`src/design/slptlv_pkg.sv`:
```
// Shared constants for the SLIP TLV packet receiver.
`default_nettype none
package slptlv_pkg;

  localparam int unsigned MAX_VALUE_LEN_DEFAULT = 64;

  localparam logic [31:0] CRC_POLY_RESET = 32'hEDB88320;

  // SLIP special characters.
  localparam logic [7:0] CHR_END     = 8'hC0;
  localparam logic [7:0] CHR_ESC     = 8'hDB;
  localparam logic [7:0] CHR_ESC_END = 8'hDC;
  localparam logic [7:0] CHR_ESC_ESC = 8'hDD;

  // Frame parser positions.
  localparam logic [3:0] PS_TAG   = 4'd0;
  localparam logic [3:0] PS_ID0   = 4'd1;
  localparam logic [3:0] PS_ID1   = 4'd2;
  localparam logic [3:0] PS_ID2   = 4'd3;
  localparam logic [3:0] PS_ID3   = 4'd4;
  localparam logic [3:0] PS_LEN0  = 4'd5;
  localparam logic [3:0] PS_LEN1  = 4'd6;
  localparam logic [3:0] PS_VALUE = 4'd7;
  localparam logic [3:0] PS_CRC0  = 4'd8;
  localparam logic [3:0] PS_CRC1  = 4'd9;
  localparam logic [3:0] PS_CRC2  = 4'd10;
  localparam logic [3:0] PS_CRC3  = 4'd11;

  typedef enum logic [2:0] {
    S_IDLE = 3'b001,
    S_CRC  = 3'b010,
    S_EMIT = 3'b100
  } state_t;

endpackage
`default_nettype wire

```
`src/design/slip_tlv_packet_receiver_top.sv`:
```
// SLIP deframer with tag/id/length/value parsing and CRC-32 check.
`default_nettype none
// One SLIP-encoded byte is taken per request. END, ESC and the four CRC bytes
// of a frame are handled in their accept cycle. Each byte covered by the CRC
// (tag, id, length, value) moves the block into a CRC state in which a single
// shift-and-xor unit folds one bit per cycle into the running CRC under the
// configured reflected polynomial. After the last CRC byte matches, the frame
// is emitted from the value store at one result per cycle while out_ready is
// high (one result for an empty frame); no byte is taken until the result
// marked last is delivered. The polynomial register must be written only
// while the block is idle (not enforced); its write channel is always ready.
module slip_tlv_packet_receiver_top
  import slptlv_pkg::*;
#(
  parameter int unsigned MAX_VALUE_LEN = MAX_VALUE_LEN_DEFAULT
) (
  input  wire logic        clk,
  input  wire logic        rst,
  input  wire logic        cfg_valid,
  output logic             cfg_ready,
  input  wire logic [31:0] cfg_data,
  input  wire logic        in_valid,
  output logic             in_ready,
  input  wire logic [7:0]  rx_byte,
  output logic             out_valid,
  input  wire logic        out_ready,
  output logic [7:0]       frame_tag,
  output logic [31:0]      frame_id,
  output logic [6:0]       value_length,
  output logic             has_value,
  output logic [7:0]       value_byte,
  output logic [5:0]       value_index,
  output logic             last
);

  localparam int unsigned AW = (MAX_VALUE_LEN > 1) ? $clog2(MAX_VALUE_LEN) : 1;
  localparam logic [15:0] MAX_LEN16 = 16'(MAX_VALUE_LEN);

  state_t      state, state_next;
  logic        esc, esc_next;
  logic [3:0]  parse_state, parse_state_next;
  logic [31:0] crc_poly;
  logic [31:0] running_crc, running_crc_next;
  logic [31:0] expected_crc, expected_crc_next;
  logic [7:0]  held_tag, held_tag_next;
  logic [31:0] held_id, held_id_next;
  logic [15:0] held_length, held_length_next;
  logic [6:0]  bytes_taken, bytes_taken_next;
  logic [2:0]  bit_cnt, bit_cnt_next;
  logic [6:0]  emit_idx, emit_idx_next;

  logic [7:0]  value_store [MAX_VALUE_LEN];
  logic        mem_we;
  logic [AW-1:0] mem_waddr;
  logic [AW-1:0] mem_raddr;
  logic [7:0]  rd_data;

  logic [7:0]  ub;
  logic        take;
  logic [15:0] len_full;
  logic [31:0] exp_full;
  logic [31:0] crc_step;
  logic        emit_last;
  logic        out_acc;

  assign cfg_ready = 1'b1;
  assign in_ready  = (state == S_IDLE);
  assign out_valid = (state == S_EMIT);
  assign out_acc   = out_valid && out_ready;

  assign len_full  = {ub, held_length[7:0]};
  assign exp_full  = {ub, expected_crc[23:0]};
  assign crc_step  = running_crc[0] ? ((running_crc >> 1) ^ crc_poly) : (running_crc >> 1);
  assign emit_last = (held_length == 16'd0) || ((emit_idx + 7'd1) == held_length[6:0]);

  always_comb begin
    state_next        = state;
    esc_next          = esc;
    parse_state_next  = parse_state;
    running_crc_next  = running_crc;
    expected_crc_next = expected_crc;
    held_tag_next     = held_tag;
    held_id_next      = held_id;
    held_length_next  = held_length;
    bytes_taken_next  = bytes_taken;
    bit_cnt_next      = bit_cnt;
    emit_idx_next     = emit_idx;
    mem_we            = 1'b0;
    ub                = rx_byte;
    take              = 1'b0;

    unique case (state)
      S_IDLE: begin
        if (in_valid) begin
          priority if (rx_byte == CHR_END) begin
            esc_next         = 1'b0;
            parse_state_next = PS_TAG;
          end else if (!esc) begin
            if (rx_byte == CHR_ESC) begin
              esc_next = 1'b1;
            end else begin
              take = 1'b1;
            end
          end else begin
            esc_next = 1'b0;
            priority if (rx_byte == CHR_ESC_END) begin
              ub   = CHR_END;
              take = 1'b1;
            end else if (rx_byte == CHR_ESC_ESC) begin
              ub   = CHR_ESC;
              take = 1'b1;
            end else begin
              parse_state_next = PS_TAG;
            end
          end

          if (take) begin
            // Bytes up to the end of the value field go through the CRC unit.
            if (parse_state <= PS_VALUE) begin
              running_crc_next = ((parse_state == PS_TAG) ? 32'd0 : running_crc)
                                 ^ {24'd0, ub};
              bit_cnt_next     = 3'd0;
              state_next       = S_CRC;
            end
            unique case (parse_state)
              PS_TAG: begin
                held_tag_next    = ub;
                parse_state_next = PS_ID0;
              end
              PS_ID0: begin
                held_id_next     = {24'd0, ub};
                parse_state_next = PS_ID1;
              end
              PS_ID1: begin
                held_id_next[15:8] = ub;
                parse_state_next   = PS_ID2;
              end
              PS_ID2: begin
                held_id_next[23:16] = ub;
                parse_state_next    = PS_ID3;
              end
              PS_ID3: begin
                held_id_next[31:24] = ub;
                parse_state_next    = PS_LEN0;
              end
              PS_LEN0: begin
                held_length_next = {8'd0, ub};
                parse_state_next = PS_LEN1;
              end
              PS_LEN1: begin
                held_length_next = len_full;
                priority if (len_full > MAX_LEN16) begin
                  parse_state_next = PS_TAG;
                end else if (len_full == 16'd0) begin
                  parse_state_next = PS_CRC0;
                end else begin
                  bytes_taken_next = 7'd0;
                  parse_state_next = PS_VALUE;
                end
              end
              PS_VALUE: begin
                mem_we           = 1'b1;
                bytes_taken_next = bytes_taken + 7'd1;
                if ({9'd0, bytes_taken + 7'd1} >= held_length) begin
                  parse_state_next = PS_CRC0;
                end
              end
              PS_CRC0: begin
                expected_crc_next = {24'd0, ub};
                parse_state_next  = PS_CRC1;
              end
              PS_CRC1: begin
                expected_crc_next[15:8] = ub;
                parse_state_next        = PS_CRC2;
              end
              PS_CRC2: begin
                expected_crc_next[23:16] = ub;
                parse_state_next         = PS_CRC3;
              end
              PS_CRC3: begin
                expected_crc_next = exp_full;
                parse_state_next  = PS_TAG;
                if (exp_full == running_crc) begin
                  emit_idx_next = 7'd0;
                  state_next    = S_EMIT;
                end
              end
              default: begin
                parse_state_next = PS_TAG;
              end
            endcase
          end
        end
      end
      S_CRC: begin
        running_crc_next = crc_step;
        bit_cnt_next     = bit_cnt + 3'd1;
        if (bit_cnt == 3'd7) begin
          state_next = S_IDLE;
        end
      end
      S_EMIT: begin
        if (out_ready) begin
          if (emit_last) begin
            state_next = S_IDLE;
          end else begin
            emit_idx_next = emit_idx + 7'd1;
          end
        end
      end
      default: begin
        state_next = S_IDLE;
      end
    endcase
  end

  always_ff @(posedge clk) begin
    if (rst) begin
      state        <= S_IDLE;
      esc          <= 1'b0;
      parse_state  <= PS_TAG;
      crc_poly     <= CRC_POLY_RESET;
      running_crc  <= 32'd0;
      expected_crc <= 32'd0;
      held_tag     <= 8'd0;
      held_id      <= 32'd0;
      held_length  <= 16'd0;
      bytes_taken  <= 7'd0;
      bit_cnt      <= 3'd0;
      emit_idx     <= 7'd0;
    end else begin
      state        <= state_next;
      esc          <= esc_next;
      parse_state  <= parse_state_next;
      running_crc  <= running_crc_next;
      expected_crc <= expected_crc_next;
      held_tag     <= held_tag_next;
      held_id      <= held_id_next;
      held_length  <= held_length_next;
      bytes_taken  <= bytes_taken_next;
      bit_cnt      <= bit_cnt_next;
      emit_idx     <= emit_idx_next;
      if (cfg_valid) begin
        crc_poly <= cfg_data;
      end
    end
  end

  // When a result is taken, the read address moves on to the next entry, so the
  // registered read data is ready for the next result.
  assign mem_waddr = bytes_taken[AW-1:0];
  always_comb begin
    if (state != S_EMIT) begin
      mem_raddr = '0;
    end else if (out_acc && !emit_last) begin
      mem_raddr = AW'(emit_idx + 7'd1);
    end else begin
      mem_raddr = emit_idx[AW-1:0];
    end
  end

  always_ff @(posedge clk) begin
    if (mem_we) begin
      value_store[mem_waddr] <= ub;
    end
    rd_data <= value_store[mem_raddr];
  end

  assign has_value    = (held_length != 16'd0);
  assign frame_tag    = held_tag;
  assign frame_id     = held_id;
  assign value_length = held_length[6:0];
  assign value_byte   = has_value ? rd_data : 8'd0;
  assign value_index  = has_value ? emit_idx[5:0] : 6'd0;
  assign last         = emit_last;

endmodule
`default_nettype wire

```
`config.mk`:
```
export PLATFORM = sky130hd
export DESIGN_NAME = slip_tlv_packet_receiver_top
export DESIGN_NICKNAME = d
export VERILOG_FILES = /design/src/design/slptlv_pkg.sv /design/src/design/slip_tlv_packet_receiver_top.sv
export SDC_FILE = /design/constraint.sdc
export NUM_CORES = 1
export LEC_CHECK = 0
export BUFFER_PORTS_ARGS = -buffer_cell sky130_fd_sc_hd__buf_4
export CAP_MARGIN = 20
export CORE_ASPECT_RATIO = 1.75
export CORE_MARGIN = 2
export CORE_UTILIZATION = 30
export CTS_BUF_LIST = sky130_fd_sc_hd__clkbuf_8
export DETAILED_ROUTE_END_ITERATION = 12
export PLACE_DENSITY = 0.54
export SETUP_SLACK_MARGIN = 0.02
export SYNTH_ARGS = -nofsm -noshare
export SYNTH_HDL_FRONTEND = slang
export SYNTH_SLANG_ARGS = --single-unit
```
`constraint.sdc`:
```
create_clock -name clk -period 4.05 [get_ports clk]
set_clock_uncertainty 0.1 [all_clocks]
set_input_delay 0.2025 -clock clk [delete_from_list [all_inputs] [get_ports clk]]
set_output_delay 0.2025 -clock clk [all_outputs]
set_load 0.005 [all_outputs]
```
==> results of run 1 <==
## where the power goes
group | internal (uW) | switching [uW]
sequential | 7620 | 43.8
clock | 2970 | 2810
combinational | 253 | 445
total | 10800 | 3300
## per-stage QoR
stage          setup TNS [ps]  hold slack, ps  area (um2)  setup WS [ps]  cells
2_1_floorplan               0             231       29100            697   2501
3_3_place_gp             -291             317       32200           -254   3838
3_5_place_dp             -287             321       32200           -208   3839
4_1_cts                     0             200       35000           27.4   4095
5_1_grt                 -1.04             282       35100          -1.04   4101
6_report                    0             301       35100            127   4101
## final cells by class
class                           instances  area [um2]
Fill cell                            9513       61200
Antenna cell                            1        2.50
Clock inverter                         70         532
Clock buffer                          110        1510
Inverter                               18        67.6
Tap cell                             1224        1530
Sequential cell                       689       18900
Multi-Input combinational cell       1608        9290
Timing Repair Buffer                  381        3260
## timing repair
action                     CTS  global route
hold buffers                76             0
hold endpoints to repair   153             0
setup endpoints to repair    3             7
pin swaps                    0             1
buffers inserted             0             4
cloned                       0             1
gates resized for setup      4             3
## metal layers
metal  wire length, um  global-route usage, %  vias to the layer above  part of all wire (%)
met2             50000                   34.7                      642                    54
li1                  -                      -                     9736                     -
met3              4060                   2.91                      211                   4.3
met4              6130                   11.9                        0                   6.6
met1             33200                   19.2                    10300                    36
met5                 0                      0                        -                     0
## state kept, by name (all words and copies together), names as in the netlist, 8 cells and up
signal / count
held_length: 16
rd_data: 8
expected_crc: 24
running_crc: 32
value_store: 512
frame_tag: 8
frame_id: 32
crc_poly: 32
## synthesized netlist by cell type, drive strengths merged, types with 3 or more instances
library cell / number
o21ai: 29
nand3: 104
a41o: 7
a221oi: 39
o22ai: 5
or4: 3
xnor2: 63
a31oi: 33
nor3: 37
xor2: 15
and3: 36
and2: 32
nor4b: 4
and4: 3
nand3b: 7
nand2b: 13
edfxtp: 512
a211oi: 20
buf: 97
clkbuf: 90
nor2b: 17
nand4: 9
nor4: 31
a22oi: 30
dfxtp: 177
o221ai: 16
a21oi: 178
o31ai: 9
o211a: 3
a311oi: 46
inv: 18
or3: 5
a21o: 8
a2bb2oi: 3
ha: 11
or2: 5
a221o: 13
nor2: 215
nand2: 452
mux2i: 82
or3b: 3
## cell families after synthesis
logic type	count (synthesis)	share of synthesized area, %
other cells	1	0.0129
flops	689	65.1
mux	86	3.11
buf+inv	205	3.29
fa+ha+maj	11	0.474
xor+xnor	78	2.38
simple gates	980	15.0
compound gates	451	10.7
## tightest hold or removal path, delay by kind of cell
family                 cells  cell delay, ps
AND/OR/NAND/NOR            3             220
buffers and inverters      2             680
## worst min-delay path by stage
| stage | depth (start not counted) | to | slack [ps] | start |
|---|---|---|---|---|
| CTS | 5 | state[2] | 200 | out_ready |
| floorplan | 2 | crc_poly[31] | 230 | cfg_data[31] |
| global route | 4 | frame_id[8] | 280 | rx_byte[0] |
| finish | 5 | state[2] | 300 | out_ready |
| global placement | 3 | crc_poly[15] | 320 | cfg_data[15] |
| detailed placement | 3 | crc_poly[5] | 320 | cfg_data[5] |
==> impl_results.md, run 1 <==
- RSZ-0062 raised after global routing: yes
- Total Nets Final: 2852
- Share of the synthesized area in the top cell type: 52.9%
- Rel. slew slack: 29.1%
- Leak pwr: approximately 0.013 uW
- Core Util, Final: 36.4%
- Pwr Density: slightly above 400 nW/um2
- # DRC: 0
- Register-to-register setup slack: between 100 and 150 ps
- CP startpoint kind: register
- Top FF cell, synth: edfxtp_1
- Commonest cells after routing, fill and taps aside: edfxtp_1 (512), nand2_1 (452), buf_4 (287)
- Yosys warns: 0
- # port buffers: 109
- Crit path DAT: 4480 ps
- Post-synthesis register bit count: 689
- Commonest non-fill, non-tap cell in the layout: edfxtp_1
- Buf/Inv on CP: 2
- Number of flops mapped to enable cells by yosys: 512
- Initial core utilization: 30.2%
- Worst setup endpoint: rd_data[2]
- First-pass GRT wire length: 137 mm
- Power, Total: 14100 uW
- Area contributors post-synth: edfxtp_1 (53%), dfxtp_1 (12%), nand2_1 (5.8%)
- DR vias: 20900
- Largest net degree at the start of global routing: 71
- Initial antenna violation count: 1
- DIE AREA: 99500 um2
- Syn nets: 2557
- Largest area contributor in the netlist: edfxtp_1
- Row count: 151
- Share of layout cells above drive strength 1: 16.7%
- TritonCTS clock tree: done
- Post-synth ARST share: 0%
- DP HPWL: around 62 mm
- Req. time, crit path: between 4000 and 5000 ps
- Pins Over Slew Limit: 0
- CP delay by family, top: compound AO/OA/AOI/OAI gates
- Worst-Skew Late Latency: 780 ps
- Synth cell types: 75
- DR iter-0 viols: around 1300
- Total length of routed wires: approximately 93 mm
- Capture point of the worst reg-to-reg path: rd_data[2]
- Worst Path Max Fanout: between 40 and 50
- Gpl congestion: 0.858
- Fin crit share: 96.9%
- Io pins: 111
- Area grow syn2layout: 20.8%
- WL per Instance: 22.8 um
- Crit path max-delay cell type: or4_1
- Antenna Violating Nets Remaining: 0
- CTS sink count: 689
- Worst slew pin tran: 1060 ps
- Die Y: ~420 um
- Status: completed
- F_max: between 200 and 300 MHz
- Vias in the first global route: 21400
- CTS Buffer Depth: 3
- Worst path cell trace: or4_1, o41ai_4, a21o_2, mux2i_4, buf_4, buf_12, a21oi_1, a221oi_1, nor4_1, a41o_1, nor3_1
- Final setup violating endpoints: 0
- Vias per cell: 5.10
- Crit path from: held_length[2]
- Crit Path Class: register to register
- Syn avg cell area: 11.6 um2
- Overflow after GRT: 0
- WP depth: 11
- Clock Tree Root: clkbuf_8
- Hold WC Path Type: input pin to register
- Mapped Cells: 2501
- Hold Fails Final Rpt: 0
- Worst Reg2Reg Path Length in Cells: 11
- Worst-path clk slew: around 70 ps
- Worst r2r src: held_length[2]
- Seq/Total Area, Yosys: 65.1%
- Worst VDD drop: 336 uV
- CP endpoint kind: register
- Die width: approximately 240 um
- Max_cap viols: 0
- Drt pass-1 iters: 5
- CP max stage delay: 620 ps
- CTS H-Tree Depth: 3
- Crit path time final: 3920 ps
- Overall track demand over capacity in global routing: about a fifth
- Syn Std Cell Area: between 20000 and 30000 um2
- Cts bufs inserted: 98
- Core Region: 96400 um2
No activity file was read; power rests on OpenSTA's default activity.
==> run 2, diff against run 1 <==
--- a/config.mk
+++ b/config.mk
@@ -7,12 +7,13 @@
 export LEC_CHECK = 0
 export BUFFER_PORTS_ARGS = -buffer_cell sky130_fd_sc_hd__buf_4
 export CAP_MARGIN = 20
-export CORE_ASPECT_RATIO = 1.75
+export CORE_ASPECT_RATIO = 0.7
 export CORE_MARGIN = 2
 export CORE_UTILIZATION = 30
 export CTS_BUF_LIST = sky130_fd_sc_hd__clkbuf_8
 export DETAILED_ROUTE_END_ITERATION = 12
 export PLACE_DENSITY = 0.54
+export RECOVER_POWER = 25
 export SETUP_SLACK_MARGIN = 0.02
 export SYNTH_ARGS = -nofsm -noshare
 export SYNTH_HDL_FRONTEND = slang
==> run 2 against run 1 <==
Compared with the run above:
- the flow now finishes with violations (max-capacitance violations, max-slew violations)
- clock-buffer cell count increased by 9
- cell count up 1.5%
- combinational power fell by 2%
- clock power rose by 8.5%
- utilization is 0.45 points higher
- sequential share of layout area fell by 0.48 points
- non-clock buffer count shrank 9
- first-iteration DRC count up 89%
- routed wire length fell by 1.8%
- sequential power about the same
- maximum frequency grew 0.58%
- critical path type unchanged
- largest power group unchanged
==> impl_results.md, run 2 (synthesis gave the netlist of run 1 again) <==
- WHS: 271 ps (-30.3 ps)
- Die Y: 264 um (-36%)
- Pins Over Slew Limit: 280 (+280)
- CTS H-Tree Depth: 3 (unchanged)
- Initial core utilization: 30.3% (+0.098 points)
- Power share of the combinational group: 4.7% (-0.2 points)
- Crit path DAT: 4490 ps (about the same)
- Vias in the first global route: 20800 (-2.8%)
- Antenna Violating Nets Remaining: 0 (unchanged)
- Io pins: 111 (unchanged)
- DR vias: 21800 (+4.0%)
- Final setup violating endpoints: 0 (unchanged)
- Register-to-register setup slack: 150 ps (+20 ps)
- # DRC: 0 (unchanged)
- Post-route insts no fill: 4161 (+1.5%)
- Total Nets Final: 2855 (+0.11%)
- Vias per cell: 5.23 (+2.5%)
- Overflow after GRT: 0 (unchanged)
- Max FFs per register: 512 (unchanged)
- DP HPWL: 58.1 mm (-6.3%)
- Drt pass-1 iters: 5 (unchanged)
- Worst Reg2Reg Path Length in Cells: 13 (+2)
- RSZ-0062 raised after global routing: no
- Crit path from: emit_idx[0]
- Leak pwr: 0.0127 uW (+0.57%)
- Hold Fails Final Rpt: 0 (unchanged)
- Placed Cells: 3851 (+0.31%)
- Total length of routed wires: 91.8 mm (-1.8%)
- Initial antenna violation count: 3 (+2)
- Worst setup endpoint: rd_data[5]
- CP endpoint kind: register
- Clock Tree Root: clkbuf_8
- Worst-Skew Late Latency: 820 ps (+40 ps)
- Hold WC Path Type: input pin to register
- Switching Fraction: 23.5% (+0.14 points)
- F_max: 256 MHz (+0.58%)
- Worst slew pin tran: 2280 ps (+1220 ps)
- Setup TNS: 0 ps (unchanged)
- Worst Path Max Fanout: 29 (-33%)
- Worst VDD drop: 321 uV (-4.5%)
- DR iter-0 viols: 2505 (+89%)
- Switching power: 3430 uW (+4.0%)
- Worst setup margin: 150 ps (+22.6 ps)
- Status: finished, violations left
- Share of layout cells above drive strength 1: 17.0% (+0.37 points)
- Row count: 95 (-37%)
- Sequential power share: 52.5% (-1.7 points)
- First-pass GRT wire length: 135 mm (-1.8%)
- Gpl congestion: 0.868 (+1.2%)
- Area grow syn2layout: 21.9%
- CP startpoint kind: register
- # port buffers: 109 (unchanged)
- Overall track demand over capacity in global routing: 18.0% (-0.70 points)
- Worst-path clk slew: 60 ps (about the same)
- CTS sink count: 689 (unchanged)
- Crit Path Class: register to register
- Worst r2r src: emit_idx[0]
- Commonest non-fill, non-tap cell in the layout: edfxtp_1
- Core Region: 96000 um2 (-0.32%)
- Clock share of power: 42.9% (+2.0 points)
- Commonest cells after routing, fill and taps aside: edfxtp_1 (512), nand2_1 (452), buf_4 (224)
- Largest net degree at the start of global routing: 88 (+24%)
- TritonCTS clock tree: done
- Pre-CTS WS: -171 ps (+37.5 ps)
- Crit path time final: 3900 ps (-22.6 ps)
- Fin crit share: 96.3% (-0.56 points)
- CTS Buffer Depth: 3 (unchanged)
- Max_cap viols: 6 (+6)
- DIE AREA: 99400 um2 (about the same)
- Capture point of the worst reg-to-reg path: rd_data[5]
- Pwr Density: 413 nW/um2 (+2.5%)
- Die width: 376 um (+57%)
- Int Power: 11200 uW (+3.2%)
- Rel. slew slack: -51.9% (-81 points)
- Failing checks: max-capacitance violations, max-slew violations
- Core Util, Final: 36.9% (+0.45 points)
- WL per Instance: 22.1 um (-3.2%)
- Cts bufs inserted: 109 (+11%)
- Biggest register: value_store
- Req. time, crit path: 4640 ps (+30 ps)
-- run 2: cell types whose count changed in the layout (fill, tap and decap cells not counted), sizes merged, moves of 2 or more --
cell	delta
diode	+4
clkinv	+6
bufinv	+2
dlygate4sd3	+8
inv	+7
clkinvlp	+3
buf	-66
clkbuf	+59
-- run 2: power by group through the flow --
| stage | Combinational, uW | Sequential [uW] | Clock [uW] |
|---|---|---|---|
| 6_report | 682 | 7670 | 6270 |
| 5_1_grt | 742 | 7670 | 6720 |
| 4_1_cts | 680 | 7670 | 6410 |
| 3_5_place_dp | 602 | 7820 | 0 |
| 3_3_place_gp | 585 | 7820 | 0 |
| 2_1_floorplan | 355 | 7800 | 0 |
-- run 2: worst max-delay path, stage by stage (launching register included) --
cell and delay [ps]:
dfxtp_1 340, ha_1 250, nand2_1 120, or3_1 380, a22oi_2 320, a21oi_4 170, buf_4 210, mux2_4 500
a221oi_1 380, buf_4 200, a311oi_1 70, nor4_2 470, a21oi_1 70, and4_1 160
-- run 2: through the flow --
step	total power, uW	area (um2)
global placement	8400	32000
global route	15100	35400
finish	14600	35400
detailed placement	8420	32000
floorplan	8160	29100
CTS	14800	35200
-- run 2: cell type report --
| cell class | instances | area (um2) |
|---|---|---|
| multi-input combinational | 1609 | 9380 |
| clock inverter | 88 | 667 |
| sequential | 689 | 18900 |
| timing repair buffer | 372 | 3170 |
| fill | 9351 | 60600 |
| inverter | 18 | 67.6 |
| antenna | 5 | 12.5 |
| tap | 1261 | 1580 |
| clock buffer | 119 | 1640 |
-- run 2: routing by layer --
metal	vias to the layer above	part of all wire, %	GRT usage [%]
li1	9773	-	-
met1	10800	47	27.3
met2	1030	41	25.3
met3	153	9.7	4.35
met4	0	2.3	4.74
met5	-	0	0
-- run 2: worst min path at each step --
| stage | start | to | slack, ps | cells after the start |
|---|---|---|---|---|
| after CTS | rx_byte[0] | frame_id[8] | 130 | 4 |
| after floorplan | cfg_data[31] | crc_poly[31] | 230 | 2 |
| after detailed placement | cfg_data[29] | crc_poly[29] | 320 | 3 |
| after global routing | out_ready | state[2] | 280 | 5 |
| after global placement | cfg_data[19] | crc_poly[19] | 320 | 3 |
| final | out_ready | state[2] | 270 | 5 |
-- run 2: what timing repair did --
action,CTS,global route
setup endpoints to repair,7,8
resized for setup,10,12
setup buffers,0,9
pin swaps,0,2
endpoints found under the hold margin,188,0
gates cloned,1,4
hold buffers,84,0
==> run 3, diff against run 2 <==
--- a/config.mk
+++ b/config.mk
@@ -12,6 +12,7 @@
 export CORE_UTILIZATION = 30
 export CTS_BUF_LIST = sky130_fd_sc_hd__clkbuf_8
 export DETAILED_ROUTE_END_ITERATION = 12
+export MAX_ROUTING_LAYER = met4
 export PLACE_DENSITY = 0.54
 export RECOVER_POWER = 25
 export SETUP_SLACK_MARGIN = 0.02
==> run 3 against run 2 <==
Compared with the run above:
- the flow still finishes with violations (max-capacitance violations, max-slew violations)
- die area did not move
- combinational power rose by 4.4%
- routed wire length rose by 0.77%
- global-route usage rose by 0.75 points
- clock power fell by 6.5%
- highest routed layer unchanged
- cell area fell by 0.20%
- register-to-register slack improved by 70 ps
- via count fell by 0.88%
- sequential share of layout area rose by 0.11 points
- sequential cell count did not move
- first-iteration DRC count fell by 7.5%
- utilization fell by 0.073 points
==> impl_results.md, run 3 (synthesis gave the netlist of run 1 again) <==
- Pre-CTS WS: 16.6 ps (+187 ps)
- Power, Total: 14200 uW (-2.5%)
- Vias per cell: 5.17 (-1.2%)
- Core Region: 96000 um2 (unchanged)
- Largest net degree at the start of global routing: 154 (+75%)
- DP HPWL: 59.5 mm (+2.6%)
- Fin crit share: 94.6% (-1.7 points)
- DIE AREA: 99400 um2 (unchanged)
- First-pass GRT wire length: 135 mm (+0.26%)
- Worst setup margin: 220 ps (+69.9 ps)
- Worst VDD drop: 294 uV (-8.6%)
- # DRC: 0 (unchanged)
- Total length of routed wires: 92.5 mm (+0.77%)
- Rel. slew slack: -72.5% (-21 points)
- Drt pass-1 iters: 6 (+1)
- Register-to-register setup slack: 220 ps (+70 ps)
- WL met2: 38.1 mm (+1.1%)
- Hold Fails Final Rpt: 0 (unchanged)
- Met3 WL post-DR: 9.32 mm (+4.7%)
- Area grow syn2layout: 21.7%
- Crit path time final: 3830 ps (-69.9 ps)
- DR vias: 21600 (-0.88%)
- CP startpoint kind: register
- Req. time, crit path: 4560 ps (-80 ps)
- M1 wire length: 43.0 mm (unchanged)
- Pwr Density: 403 nW/um2 (-2.4%)
- Leak pwr: 0.0125 uW (-0.85%)
- Overall track demand over capacity in global routing: 18.7% (+0.75 points)
- Worst slew pin tran: 2590 ps (+309 ps)
- Total Nets Final: 2878 (+0.81%)
- Io pins: 111 (unchanged)
- Status: finished, violations left
- CTS H-Tree Depth: 3 (unchanged)
- Crit path DAT: 4340 ps (-150 ps)
- Setup TNS: 0 ps (unchanged)
- # port buffers: 109 (unchanged)
- Max layer used: met4
- Max FFs per register: 512 (unchanged)
- Final setup violating endpoints: 0 (unchanged)
- Overflow after GRT: 0 (unchanged)
- Clock Tree Root: clkbuf_8
- F_max: 261 MHz (+1.8%)
- Initial antenna violation count: 1 (-2)
- RSZ-0062 raised after global routing: yes
- Worst Path Max Fanout: 48 (+66%)
- Crit Path Class: register to register
- WL per Instance: 22.2 um (+0.45%)
- Share of layout cells above drive strength 1: 15.8% (-1.2 points)
- Commonest cells after routing, fill and taps aside: edfxtp_1 (512), nand2_1 (452), nor2_1 (215), buf_4 (215)
- Commonest non-fill, non-tap cell in the layout: edfxtp_1
- Initial core utilization: 30.3% (unchanged)
- Failing checks: max-capacitance violations, max-slew violations
- Row count: 95 (unchanged)
- WHS: 345 ps (+74.5 ps)
- CTS Buffer Depth: 3 (unchanged)
- Pins Over Slew Limit: 259 (-7.5%)
- Max_cap viols: 6 (unchanged)
- Die width: 376 um (unchanged)
- CP endpoint kind: register
- Worst-path clk slew: 70 ps (about the same)
- CTS sink count: 689 (unchanged)
- Biggest register: value_store
- Core Util, Final: 36.8% (-0.073 points)
- TritonCTS clock tree: done
- Hold WC Path Type: input pin to register
- Cts bufs inserted: 106 (-2.8%)
- DR iter-0 viols: 2317 (-7.5%)
- Die Y: 264 um (unchanged)
- Antenna Violating Nets Remaining: 0 (unchanged)
- Gpl congestion: 0.913 (+5.2%)
- Worst-Skew Late Latency: 770 ps (-50 ps)
- Vias in the first global route: 20800 (-0.16%)
run 3: cell count changes in the layout (fill, tap and decap cells not counted), moves of 3 or more:
cell and change:
dlygate4sd3_1 +27, clkinv_1 +20, inv_1 -10, buf_4 -9, clkbuf_8 -9, clkbuf_1 +7, clkinv_2 -6, clkbuf_4 +5
nor4_1 +5, buf_12 +4, diode_2 -4, nor4_2 -4, buf_6 -3, clkbuf_16 -3
run 3: final timing paths:
| kind | startpoint | end | depth (start not counted) |
|---|---|---|---|
| worst max-delay path | emit_idx[0] | rd_data[3] | 12 |
| worst min-delay path | out_ready | state[2] | 5 |
| worst max register to register | emit_idx[0] | rd_data[3] | 12 |
| worst min register to register | frame_id[6] | frame_id[6] | 2 |
run 3: cell type report:
| cell class | instances | area, um2 |
|---|---|---|
| well taps | 1261 | 1580 |
| repair buffers | 399 | 3400 |
| fillers | 9308 | 60700 |
| multi-input cells | 1608 | 9300 |
| clock inverters | 88 | 572 |
| diodes | 1 | 2.50 |
| flip-flops and latches | 689 | 18900 |
| inverters | 18 | 67.6 |
| clock buffers | 110 | 1510 |
run 3: critical path: stages (launching register included):
cell,delay (ps)
dfxtp_1,350
ha_1,240
nand2_1,110
or3_1,370
a22oi_2,300
a21oi_4,150
mux2i_4,270
buf_12,290
buf_12,300
mux2i_1,410
o221ai_1,180
nor4_1,440
a211oi_1,90
run 3: power by group:
| part | total (uW) | internal (uW) | switching, uW |
|---|---|---|---|
| clock | 5860 | 2980 | 2880 |
| combinational | 712 | 265 | 447 |
| sequential | 7670 | 7620 | 48.2 |
| total | 14200 | 10900 | 3380 |
run 3: metrics by stage:
| stage | instance area [um2] | std cells |
|---|---|---|
| floorplan | 29100 | 2501 |
| global placement | 32100 | 3862 |
| detailed placement | 32100 | 3862 |
| CTS | 35300 | 4171 |
| global route | 35400 | 4174 |
| finish | 35400 | 4174 |
run 3: routing by layer:
layer	track usage, %	vias up
met3	4.74	145
met1	27.4	10700
met5	-	-
met2	25.3	962
met4	5.43	0
li1	-	9811
run 3: what timing repair did:
item / 4_1_cts / 5_1_grt
endpoints found under the hold margin: 237 / 0
setup endpoints to repair: 2 / 9
cloned: 0 / 1
pin swaps: 0 / 1
buffers inserted: 0 / 1
gates resized for setup: 2 / 9
hold buffers: 111 / 0
